<file path="src/salct_mem.sv">
// Set memory: tags, valid bits and LRU order of every set, one row per set.
module salct_mem #(
	parameter int ROW_W = 8,
	parameter int DEPTH = 128
) (
	input  logic                     clk,
	input  logic                     we,
	input  logic [$clog2(DEPTH)-1:0] waddr,
	input  logic [ROW_W-1:0]         wdata,
	input  logic [$clog2(DEPTH)-1:0] raddr,
	output logic [ROW_W-1:0]         rdata
);
	logic [ROW_W-1:0] mem [DEPTH];

	// One write and one registered read per cycle
	always_ff @(posedge clk) begin
		if (we) mem[waddr] <= wdata;
		rdata <= mem[raddr];
	end
endmodule

</file>
<file path="config.mk">
export PLATFORM = sky130hd
export DESIGN_NAME = salct_mem
export DESIGN_NICKNAME = d
export VERILOG_FILES = /design/src/salct_mem.sv
export SDC_FILE = /design/constraint.sdc
export NUM_CORES = 1
export LEC_CHECK = 0
export BUFFER_PORTS_ARGS = -buffer_cell sky130_fd_sc_hd__buf_2
export CORE_ASPECT_RATIO = 0.7
export CORE_MARGIN = 2
export CORE_UTILIZATION = 39
export DETAILED_ROUTE_END_ITERATION = 8
export GPL_TIMING_DRIVEN = 0
export MAX_ROUTING_LAYER = met4
export PLACE_DENSITY_LB_ADDON = 0.3
export SYNTH_ARGS = -nofsm -noshare
export SYNTH_HDL_FRONTEND = slang
export SYNTH_SLANG_ARGS = --single-unit
</file>
<file path="constraint.sdc">
create_clock -name clk -period 4.1 [get_ports clk]
set_input_delay 0.82 -clock clk [delete_from_list [all_inputs] [get_ports clk]]
set_output_delay 0.82 -clock clk [all_outputs]
set_load 0.01 [all_outputs]
</file>
==> flow_summary.ini, run 1 <==
[final_layout]
layout.nets = 1784
final_cell_mix = edfxtp_1, mux4_2, nor2_1, clkbuf_16, clkbuf_1
fill_cells = 8246
regArea_um2 = 30900
layout-drive-gt1-share = 0.304
syn_to_final_growth_pct = 13.3
final_common_cell = edfxtp_1
multi_input_area_um2 = 8380
design_area_um2 = 44900

[logic_synthesis]
synthXorXnorAreaFrac = 0
syn_area_per_cell_um2 = 24.3
synth_area_leaders = edfxtp_1, mux4_2, nor2_1
yosysTopAreaCellShare = 0.775
synth_warnings = 0
synth_nets = 1659
synth_area_um2 = 39700
synth-compound-area-share = 0
synth_mux_area_frac = 0.193
ys_types = 17
ys_ff_latch = 1032
yosys.area_share.simple = 0.0176
synthAdderAreaFrac = 0
ys_seq_area_frac = 0.779
yosysTopAreaCell = edfxtp_1
synth_top_family_by_area = multiplexers
syn_inst = 1635

[floorplanning]
pin_count = 32
start_util = 0.395
dieHeight_um = 271
row_count = 97
core-area_um2 = 100000
die_w_um = 385
dieArea_um2 = 104000

[clocking]
cts_hold_buf = 0
tritoncts = yes
post_cts_resized = 0
cts_max_path_buffers = 3
root_buffer = clkbuf_16
clk_pin_slew_ps = 70
clkLatencyLatePin_ps = 690
post-cts-setup-buffers = 0
cts_buffers = 94
cts_sinks = 1032
htreeDepth = 3

[power]
power.density_nw_per_um2 = 488
p_leak_nw = 13.5
power_mw = 21.9
ir_worst_vdd_uv = 309

[place]
place.gp.congestion = 0.854
dp_hpwl_mm = 65.2
numPortBuffers = 20
postPlaceCellArea_um2 = 41700

[route]
drt_first_pass_iters = 8
route.detailed.drc = 0
num_vias = 18300
ant_nets = 0
wl_per_cell_um = 30.9
via_per_inst = 5.77
drt_iter0_drc = 2675
wirelength_mm = 98.2

[hold_path]
min_path_cells = 1
worstHoldPathType = input pin to flip-flop

[worst_setup_path]
critical_path_peak_fanout = 10
crit_path_end_kind = flip-flop
critPathLaunchType = input pin
worstPathArrival_ps = 4490
worstPathRequired_ps = 4630
worstSetupPathType = input pin to flip-flop
reg2regPathDepth = 4

[timing]
slew_headroom = -0.0433
hold_violations = 0
fin_crit_sh = 0.965
rsz0062_at_grt = false
fin_skew_ps = 22.3
period_needed_ps = 3960
slew_viol_final = 21
clock.fmax_ghz = 0.253
tightest_slew_ps = 1560
setup_viol = 0

[global_routing]
overflow = 0
antenna_found_initial = 16
grt_max_degree = 77
grt_pass1_vias = 18100
grt_pass1_wl_mm = 138
grt_util_all_layers = 0.196

[run_status]
violations = capacitance limit, slew limit
outcome = finished with violations

[run]
maxCapViolations = 2
-- kinds of logic (layout without fill, tap and decap cells) --
logic type	Yosys count	count (layout)
buffers and inverters	89	292
DFF	1032	1032
muxes	344	344
other	0	7
and+or+nand+nor	170	170
-- power by group --
group          total [mW]  switching, mW  internal [mW]
Sequential           11.7         0.0142           11.6
Combinational        1.18          0.732          0.449
Clock                9.11           3.89           5.22
-- through the flow --
step | utilization | TNS (ps) | std cells | worst slack [ps] | hold slack, ps
3_3_place_gp | 0.413 | -3230 | 2991 | -446 | 1150
3_5_place_dp | 0.416 | -3440 | 3000 | -482 | 1170
2_1_floorplan | - | 0 | 1635 | 776 | 919
5_1_grt | 0.448 | 0 | 3179 | 152 | 678
6_report | 0.448 | 0 | 3181 | 144 | 673
4_1_cts | 0.447 | 0 | 3174 | 247 | 641
-- cells in the mapped netlist --
| library cell | n |
|---|---|
| edfxtp_1 | 1024 |
| mux4_2 | 336 |
| nor2_1 | 122 |
| clkbuf_1 | 44 |
| buf_1 | 18 |
| buf_2 | 15 |
| nand2_1 | 14 |
| nand3_1 | 12 |
| buf_4 | 11 |
| nor3_1 | 9 |
| dfxtp_1 | 8 |
| mux2_2 | 8 |
| nor2b_1 | 7 |
| nand4_1 | 3 |
| nand2b_1 | 2 |
| buf_6 | 1 |
| or3_1 | 1 |
-- area by class of cell --
type | count | area share
Multi-Input combinational cell | 514 | 0.187
Sequential cell | 1032 | 0.688
Clock buffer | 114 | 0.0570
Buffer | 89 | 0.00902
Tap cell | 1336 | 0.0372
Antenna cell | 7 | 0.000390
Clock inverter | 60 | 0.0142
Timing Repair Buffer | 29 | 0.00791
-- worst max-delay path, stage by stage --
cell      delay [ps]
clkbuf_1         830
buf_1            840
mux4_2           490
mux4_2           620
mux4_2           500
mux2_2           360
-- worst paths after layout --
| check | startpoint | endpoint | slack (ps) |
|---|---|---|---|
| max | raddr[2] | rdata[6] | 140 |
| min reg2reg | mem[84][1] | rdata[1] | 1180 |
| min | wdata[7] | mem[105][7] | 670 |
| max reg2reg | mem[125][6] | rdata[6] | 1550 |
-- state kept, by name, indices dropped and copies added (netlist names) --
name and count:
mem 1024, rdata 8
-- routing by layer --
layer,global-route usage,routed length (µm)
met1,0.301,42900
met2,0.265,42900
met3,0.0535,11100
met4,0.0349,1370
met5,-,0
Power figures use the tool's default switching activity.
==> run 2, diff against run 1 <==
BUFFER_PORTS_ARGS = -buffer_cell sky130_fd_sc_hd__buf_4   (was -buffer_cell sky130_fd_sc_hd__buf_2)
==> run 2 against run 1 <==
  * Global-route usage fell by 0.38 points
  * Sequential power barely moved
  * The run still ends with capacitance limit, slew limit left
  * Routed wire length fell by 0.81%
  * Largest cell class unchanged
  * Clock power fell by 2.9%
  * Sequential cell count did not move
  * Final area fell by 0.17%
  * Non-clock buffer count rose by 3
  * Utilization fell by 0.077 points
  * Highest routed layer unchanged
  * Clock skew rose by 4.9 ps
  * Worst setup slack improved by 8.3 ps
==> flow_summary.ini, run 2 (synthesis results as in run 1) <==
[run]
maxCapViolations = 5

[clocking]
root_buffer = clkbuf_16
cts_buffers = 93
post_cts_resized = 0
htreeDepth = 3
tritoncts = yes
clk_pin_slew_ps = 60
cts_max_path_buffers = 3
cts_hold_buf = 0
cts_sinks = 1032
post-cts-setup-buffers = 0
clkLatencyLatePin_ps = 670

[global_routing]
grt_pass1_vias = 18000
overflow = 0
grt_max_degree = 129
antenna_found_initial = 11
grt_pass1_wl_mm = 137
grt_util_all_layers = 0.193

[worst_setup_path]
worstSetupPathType = input pin to flip-flop
critPathLaunchType = input pin
crit_path_end_kind = flip-flop
worstPathArrival_ps = 4490
critical_path_peak_fanout = 10
worstPathRequired_ps = 4640

[final_layout]
final_cells = 3183
layout-drive-gt1-share = 0.299
final_common_cell = edfxtp_1
layout.nets = 1786
final_cell_mix = edfxtp_1, mux4_2, nor2_1, clkbuf_16, clkbuf_1
reg.largest.list = mem (1024), rdata (8)
regMostFlops = mem
largest_reg_flops = 1024
fin_util = 0.447
syn_to_final_growth_pct = 13.1

[timing]
setup_viol = 0
rsz0062_at_grt = false
fin_crit_sh = 0.963
hold_violations = 0
slew_headroom = -0.0330
setup_tns_ps = 0
period_needed_ps = 3950
slew_viol_final = 55
fin_skew_ps = 27.2
tightest_slew_ps = 1550
clock.fmax_ghz = 0.253
setup_ws_ps = 152

[floorplanning]
pin_count = 32
row_count = 97
dieHeight_um = 271
dieArea_um2 = 104000
core-area_um2 = 100000
start_util = 0.395
die_w_um = 385

[run_status]
violations = capacitance limit, slew limit
outcome = finished with violations

[hold_path]
worstHoldPathType = input pin to flip-flop

[route]
route.detailed.drc = 0
wirelength_mm = 97.4
drt_first_pass_iters = 5
wl_per_cell_um = 30.6
num_vias = 18200
via_per_inst = 5.73
ant_nets = 0
drt_iter0_drc = 2316

[place]
numPortBuffers = 20
placed_cells = 2993
place.gp.congestion = 0.831
dp_hpwl_mm = 62.0
post-place-ws_ps = -486

[power]
power.density_nw_per_um2 = 484
p_leak_nw = 13.5
ir_worst_vdd_uv = 334
run 2: cell types whose count changed in the layout (fill, tap and decap cells not counted), moves of 3 or more:
| cell | delta |
|---|---|
| buf_6 | +7 |
| buf_2 | -11 |
| clkbuf_1 | +5 |
| inv_6 | -3 |
| clkbuf_8 | -7 |
| clkinvlp_4 | -6 |
| clkinv_2 | +8 |
| nor3_2 | -4 |
| buf_4 | +6 |
| nor3_1 | +4 |
run 2: area by class of cell:
class | instances | area (µm²)
diodes | 9 | 22.5
plain buffers | 89 | 404
clock buffers | 109 | 2430
clock inverters | 62 | 626
fillers | 8220 | 55500
multi-input cells | 514 | 8360
flip-flops and latches | 1032 | 30900
well taps | 1336 | 1670
repair buffers | 32 | 439
run 2: worst paths after layout:
check	startpoint	endpoint	slack, ps	cells after the start
hold reg to reg	mem[69][1]	rdata[1]	1190	4
setup / recovery	raddr[2]	rdata[4]	150	6
setup reg to reg	mem[90][2]	rdata[2]	1550	4
hold / removal	wdata[2]	mem[3][2]	390	1
run 2: report_power, final:
| group | switching (mW) | internal [mW] | leakage [nW] |
|---|---|---|---|
| Clock | 3.89 | 4.96 | 1.51 |
| Combinational | 0.729 | 0.461 | 2.73 |
| Sequential | 0.0138 | 11.6 | 9.27 |
| Total | 4.63 | 17.1 | 13.5 |
run 2: layer usage:
metal  share of wire  vias to the layer above  track usage
met2            0.44                      909        0.263
met4           0.017                        0       0.0374
met5               0                        -            -
met3            0.11                      116       0.0543
li1                -                     7308            -
met1            0.44                     9901        0.289
run 2: critical path, cell delays in order:
cell	delay, ps
clkbuf_1	850
buf_1	870
mux4_2	440
mux4_2	600
mux4_2	520
mux2_2	350
run 2: stage by stage:
step | cell area (µm²) | power [mW] | hold WS [ps]
5_1_grt | 44900 | 22.2 | 374
3_5_place_dp | 41500 | 13.1 | 1170
2_1_floorplan | 39700 | 12.5 | 919
3_3_place_gp | 41500 | 13.0 | 1170
4_1_cts | 44600 | 21.8 | 658
6_report | 44900 | 21.7 | 390
