[config.mk]
export PLATFORM = sky130hd
export DESIGN_NAME = salct_cfg
export DESIGN_NICKNAME = d
export VERILOG_FILES = /design/src/salct_pkg.sv /design/src/salct_cfg.sv
export SDC_FILE = /design/constraint.sdc
export NUM_CORES = 1
export LEC_CHECK = 0
export BUFFER_PORTS_ARGS = -buffer_cell sky130_fd_sc_hd__buf_2
export CAP_MARGIN = 20
export CORE_MARGIN = 3
export CORE_UTILIZATION = 23
export DETAILED_ROUTE_END_ITERATION = 8
export GPL_TIMING_DRIVEN = 1
export PLACE_DENSITY_LB_ADDON = 0.05
export SLEW_MARGIN = 15
export SYNTH_ARGS = -nofsm -noshare
export SYNTH_HDL_FRONTEND = slang
export SYNTH_SLANG_ARGS = --single-unit
[constraint.sdc]
create_clock -name clk -period 1.1 [get_ports clk]
set_clock_uncertainty 0.15 [all_clocks]
set_input_delay 0.33 -clock clk [delete_from_list [all_inputs] [get_ports clk]]
set_output_delay 0.33 -clock clk [all_outputs]
set_load 0.005 [all_outputs]
[src/salct_pkg.sv]
// Shared constants and types for the set-associative LRU tag block.
package salct_pkg;
	localparam int DefWays      = 4;
	localparam int DefLines     = 512;
	localparam int DefLineBytes = 32;
	localparam int AddrW        = 32;
	localparam int CountW       = 32;
	localparam int WayW         = 4;

	// Prefetch mode codes
	localparam logic [1:0] PF_NONE   = 2'd0;
	localparam logic [1:0] PF_ALWAYS = 2'd1;
	localparam logic [1:0] PF_MISS   = 2'd2;

	// Register indexes
	localparam int REG_PF_MODE   = 0;
	localparam int REG_WR_ALLOC  = 1;

	typedef struct packed {
		logic [1:0] pf_mode;
		logic       wr_alloc;
	} salct_cfg_t;
endpackage

[src/salct_cfg.sv]
// APB configuration registers for the tag block.
module salct_cfg
	import salct_pkg::*;
(
	input  logic        clk,
	input  logic        arst_n,
	input  logic        psel,
	input  logic        penable,
	input  logic        pwrite,
	input  logic [2:0]  paddr,
	input  logic [31:0] pwdata,
	output logic [31:0] prdata,
	output logic        pready,
	output salct_cfg_t  cfg
);
	logic [1:0] pf_mode_q;
	logic       wr_alloc_q;
	logic       wr_en;

	assign pready = 1'b1;
	assign wr_en  = psel & penable & pwrite;

	// Write registers on the access cycle
	always_ff @(posedge clk or negedge arst_n) begin
		if (!arst_n) begin
			pf_mode_q  <= PF_NONE;
			wr_alloc_q <= 1'b1;
		end else if (wr_en) begin
			if (paddr == 3'(4 * REG_PF_MODE)) pf_mode_q <= pwdata[1:0];
			if (paddr == 3'(4 * REG_WR_ALLOC)) wr_alloc_q <= pwdata[0];
		end
	end

	// Read back
	always_comb begin
		prdata = '0;
		if (paddr == 3'(4 * REG_PF_MODE)) prdata[1:0] = pf_mode_q;
		else if (paddr == 3'(4 * REG_WR_ALLOC)) prdata[0] = wr_alloc_q;
	end

	assign cfg.pf_mode  = pf_mode_q;
	assign cfg.wr_alloc = wr_alloc_q;
endmodule

==> results of run 1 <==
[state kept, by name (all words and copies together), names as in the netlist]
signal      flops
pf_mode_q       2
wr_alloc_q      1
[synthesized netlist by cell type]
library cell | number | share of area
mux2i_1 | 1 | 0.023
nor4_4 | 1 | 0.050
buf_4 | 32 | 0.56
dfrtp_1 | 2 | 0.12
nor3_1 | 1 | 0.012
nand3_2 | 1 | 0.023
nor4b_2 | 1 | 0.035
nor4b_1 | 1 | 0.020
mux2_1 | 3 | 0.079
conb_1 | 2 | 0.018
dfstp_2 | 1 | 0.061
[power by group]
part	leakage [nW]	internal (W)	total [W]	switching, W
sequential	0.0360	0.000138	0.000151	0.0000137
combinational	0.230	0.000135	0.000222	0.0000874
clock	0.0150	0.000136	0.000192	0.0000565
[repair_timing]
item / in CTS / in global routing
cloned: 0 / 0
gates resized for setup: 11 / 1
setup endpoints to repair: 8 / 8
endpoints found under the hold margin: 3 / 0
setup buffers: 1 / 0
hold buffers: 1 / 0
[layer usage]
metal | up-vias | share of wire
met5 | - | 0
met4 | 0 | 0
met3 | 0 | 0.11
met2 | 23 | 0.58
met1 | 121 | 0.31
li1 | 126 | -
[layout by cell type, fill, tap and decap left out, drive strengths merged]
| master | n |
|---|---|
| conb | 31 |
| buf | 18 |
| clkbuf | 4 |
| mux2 | 3 |
| nor4b | 2 |
| dfrtp | 2 |
| mux2i | 1 |
| nor3 | 1 |
| nand3 | 1 |
| nor4 | 1 |
| dlygate4sd3 | 1 |
| dfstp | 1 |
[layout make-up]
type | instances | area, µm² | share of cell area
repair buffers | 19 | 156 | 0.297
clock buffers | 4 | 26.3 | 0.0499
flip-flops and latches | 3 | 76.3 | 0.145
well taps | 24 | 30.0 | 0.0570
multi-input cells | 40 | 238 | 0.451
[final timing paths]
| check | start | end | slack (ps) | cells past startpoint |
|---|---|---|---|---|
| max | wr_alloc_q | prdata[0] | -480 | 3 |
| max in group asynchronous | arst_n | wr_alloc_q | 330 | 2 |
| max reg2reg | wr_alloc_q | wr_alloc_q | 10 | 3 |
| min | pwdata[1] | pf_mode_q[1] | 180 | 2 |
| min in group asynchronous | arst_n | pf_mode_q[0] | 270 | 2 |
| min reg2reg | pf_mode_q[1] | pf_mode_q[1] | 450 | 2 |
[metrics by stage]
step	setup TNS, ps	total power, W	util	hold WS, ps	instances
after floorplan	-490	0.000298	-	-116	75
after global placement	-1650	0.000305	0.266	-14.0	84
after detailed placement	-1590	0.000300	0.266	-18.4	84
after CTS	-1800	0.000567	0.321	162	90
after global routing	-2160	0.000617	0.323	173	90
final	-1790	0.000566	0.323	176	90
[worst max-delay path, delay by kind of cell (launching register included)]
family / cells / cell delay [ps]
buffers and inverters: 1 / 140
flip-flops: 1 / 520
AND/OR/NAND/NOR: 1 / 140
multiplexers: 1 / 60
[cell families (layout without fill, tap and decap cells)]
family        count (synthesis)  in the layout  share of synthesized area
simple gates                  5              5                      0.140
buf+inv                      32             23                      0.561
flops                         3              3                      0.178
mux                           4              4                      0.102
other cells                   2             31                     0.0176
==> run summary, run 1 <==
CTS sink count - 3
Syn Area/Cell - 9.30 µm²
# setup viols final - 8
maximum fanout along the worst path - 2
Fin. Hold Viols - 0
CTS Buf Count - 3
number of synthesized register bits - 3
Pwr Density - 1080 mW/mm²
maxcap violations - 0
Req. time, crit path - 620 ps
design area - 527 µm²
die width - 49.1 µm
Via-to-Cell Ratio - 3.00
Starting Density - 0.263
IO buf count - 14
Startpoint Class - flop
VDD IR max - 0.634 mV
antenna violations before repair - 0
Ports - 76
ANT cells - 0
DR vias - 270
die area - 0.00241 mm²
CP Cell Sequence - mux2i_1, nor3_1, buf_2
RSZ-0062 raised after global routing - yes
vias in the first global route - 262
Worst Hold Class - in2reg
Slowest-stage cell, CP - dfstp_2
clock root buffer - clkbuf_4
WL final - 793 µm
Place WS - -314 ps
GR Util All Layers - 0.0655
CP peak stage delay - 520 ps
DP HPWL - 637 µm
CTS max path bufs - 2
DIE HEIGHT - 49.1 µm
Syn-to-layout area delta - 23.1%
first-pass GRT wire length - 1200 µm
Worst Setup Path Type - reg2out
RePlAce Congestion - 0.600
number of DRC markers in iteration 0 - 0
ratio of final minimum period to clock period - 1.43
CP arrival - 1100 ps
# fillers - 189
M2 GR Usage - 0.123
Final Critical Period - 1580 ps
CP Capture Type - primary output
post-place instance area - 433 µm²
Pins Over Slew Limit - 0
latest clock arrival within the worst-skew pair - 230 ps
synthesized area - 428 µm²
GR Util met1 - 0.0570
CTS clock-pin slew for the worst setup and hold paths - 40 ps
Yosys warnings - 0
Pleak - 0.281 nW
failing checks - negative setup slack
fin worst setup slack - -477 ps
Netlist cell types - 11
DRC viols - 0
status - complete, but fails checks
grt ovf - 0
sequential area share after synthesis - 0.178
Layout Nets - 107
DRT Pass-1 Iters - 1
CTS tree - built
GR Util met3 - 0.0153
htree depth - 1
wire per inst - 8.81 µm
synthesized instance count - 46
GR peak layer - met2
Core Region - 0.00163 mm²
Max Clock Freq - 634 MHz
num rows - 14
Final ANT Viol Nets - 0
largest net degree at the start of global routing - 5
fraction of layout cells with a size suffix above 1 - 0.409
Note: power is estimated with default switching activity, not from simulation.
==> inputs of run 2 (changes only) <==
--- a/config.mk
+++ b/config.mk
@@ -7,7 +7,7 @@
 export LEC_CHECK = 0
 export BUFFER_PORTS_ARGS = -buffer_cell sky130_fd_sc_hd__buf_2
 export CAP_MARGIN = 20
-export CORE_MARGIN = 3
+export CORE_MARGIN = 4
 export CORE_UTILIZATION = 23
 export DETAILED_ROUTE_END_ITERATION = 8
 export GPL_TIMING_DRIVEN = 1
==> run 2 against run 1 <==
The flow still finishes with violations (negative setup slack). Sequential share of layout area down 0.24 points. Worst hold slack improved by 10 ps. Maximum frequency up 1.5%. Critical path type unchanged. Largest cell class unchanged.
==> run summary, run 2 (synthesis results as in run 1) <==
fraction of layout cells with a size suffix above 1 - 0.418 (was 0.409)
Starting Density - 0.245 (was 0.263)
failing checks - negative setup slack (unchanged)
die width - 51.1 µm (was 49.1 µm)
CTS sink count - 3 (unchanged)
CP Capture Type - primary output (unchanged)
CTS Buf Count - 3 (unchanged)
FF-to-FF End - wr_alloc_q (unchanged)
maximum fanout along the worst path - 2 (unchanged)
multi-input logic area - 238 µm² (unchanged)
CTS clock-pin slew for the worst setup and hold paths - 30 ps (was 40 ps)
CTS max path bufs - 2 (unchanged)
RSZ-0062 raised after global routing - yes (unchanged)
WL final - 684 µm (was 793 µm)
Startpoint Class - flop (unchanged)
Final Critical Period - 1550 ps (was 1580 ps)
# setup viols final - 8 (unchanged)
Worst Setup Path Type - reg2out (unchanged)
Pleak - 0.286 nW (was 0.281 nW)
first-pass GRT wire length - 869 µm (was 1200 µm)
CP arrival - 1070 ps (was 1100 ps)
number of DRC markers in iteration 0 - 0 (unchanged)
DP HPWL - 643 µm (was 637 µm)
Layout Nets - 108 (was 107)
Design Power - 0.000559 W (was 0.000566 W)
latest clock arrival within the worst-skew pair - 230 ps (about the same)
Top Registers - pf_mode_q: 2 flops, wr_alloc_q: 1 flops (unchanged)
CTS tree - built (unchanged)
RePlAce Congestion - 0.623 (was 0.600)
Place WS - -319 ps (was -314 ps)
antenna violations before repair - 0 (unchanged)
post-route setup TNS - -1950 ps (was -1790 ps)
Core Region - 0.00175 mm² (was 0.00163 mm²)
largest net degree at the start of global routing - 5 (unchanged)
die area - 0.00261 mm² (was 0.00241 mm²)
# fillers - 196 (was 189)
Pwr Density - 1040 mW/mm² (was 1080 mW/mm²)
worst reg2reg path depth - 3 (unchanged)
design area - 536 µm² (was 527 µm²)
DIE HEIGHT - 51.1 µm (was 49.1 µm)
IO buf count - 14 (unchanged)
ANT cells - 0 (unchanged)
DRT Pass-1 Iters - 1 (unchanged)
Syn-to-layout area delta - 25.1% (was 23.1%)
Min-Delay Endpoint - pf_mode_q[0] (was pf_mode_q[1])
Req. time, crit path - 620 ps (about the same)
GR Util All Layers - 0.0462 (was 0.0655)
DR vias - 263 (was 270)
DRC viols - 0 (unchanged)
Max Clock Freq - 643 MHz (was 634 MHz)
Final ANT Viol Nets - 0 (unchanged)
wire per inst - 7.43 µm (was 8.81 µm)
grt ovf - 0 (unchanged)
reg-to-reg slack, setup - 10 ps (about the same)
combined flip-flop and latch cell area - 76.3 µm² (unchanged)
post-place instance area - 434 µm² (was 433 µm²)
Reg-to-Reg Start - wr_alloc_q (unchanged)
maxcap violations - 0 (unchanged)
VDD IR max - 0.533 mV (was 0.634 mV)
Hold Path Depth - 2 (unchanged)
Worst Hold Class - in2reg (unchanged)
ratio of final minimum period to clock period - 1.41 (was 1.43)
Ports - 76 (unchanged)
max reg flops - 2 (unchanged)
most frequent cells in the layout - conb_1, buf_2, buf_6 (unchanged)
clock root buffer - clkbuf_4 (unchanged)
num rows - 15 (was 14)
fin worst setup slack - -454 ps (was -477 ps)
Pins Over Slew Limit - 0 (unchanged)
most common library cell in the layout ignoring fill and taps - conb_1 (unchanged)
Fin. Hold Viols - 0 (unchanged)
status - complete, but fails checks (unchanged)
HP Start - pwdata[0] (was pwdata[1])
Via-to-Cell Ratio - 2.86 (was 3.00)
largest register by flop count - pf_mode_q (unchanged)
htree depth - 1 (unchanged)
vias in the first global route - 236 (was 262)
-- run 2: timing repair --
item / in CTS / in global routing
setup buffers: 1 / 2
resized for setup: 11 / 2
cloned: 0 / 0
setup endpoints to repair: 8 / 8
endpoints found under the hold margin: 3 / 0
hold buffers: 1 / 0
-- run 2: through the flow --
| stage | hold slack [ps] | utilization | instances |
|---|---|---|---|
| after floorplan | -116 | - | 75 |
| after global routing | 195 | 0.307 | 92 |
| final | 186 | 0.307 | 92 |
| after global placement | -15.7 | 0.249 | 85 |
| after CTS | 169 | 0.300 | 91 |
| after detailed placement | -17.4 | 0.249 | 85 |
-- run 2: critical path: stages, from the launching register on --
cell and delay [ps]:
dfstp_2 520, mux2i_1 70, nor3_1 120, buf_2 140
-- run 2: area by class of cell --
class / instances / area share
Clock buffer: 4 / 0.0491
Timing Repair Buffer: 20 / 0.306
Multi-Input combinational cell: 40 / 0.444
Sequential cell: 3 / 0.143
Tap cell: 25 / 0.0584
-- run 2: worst max path at each step --
| stage | from | end | slack [ps] | depth (start not counted) |
|---|---|---|---|---|
| floorplan | pwrite | wr_alloc_q | -140 | 3 |
| global placement | pwrite | wr_alloc_q | -340 | 4 |
| detailed placement | paddr[1] | pf_mode_q[1] | -320 | 3 |
| CTS | wr_alloc_q | prdata[0] | -480 | 3 |
| global route | wr_alloc_q | prdata[0] | -540 | 3 |
| finish | wr_alloc_q | prdata[0] | -450 | 3 |
-- run 2: metal layers --
metal	vias up	wire (µm)	track usage
met5	-	0	0
met4	0	0	0.0538
met3	0	115	0.0146
met2	23	339	0.0622
met1	113	229	0.0526
li1	127	-	-
-- run 2: report_power, final --
part / internal (W) / leakage (nW) / switching (W) / total [W]
Combinational: 0.000137 / 0.235 / 0.0000860 / 0.000223
Clock: 0.000135 / 0.0150 / 0.0000499 / 0.000185
Sequential: 0.000138 / 0.0360 / 0.0000124 / 0.000150
Total: 0.000410 / 0.286 / 0.000148 / 0.000559
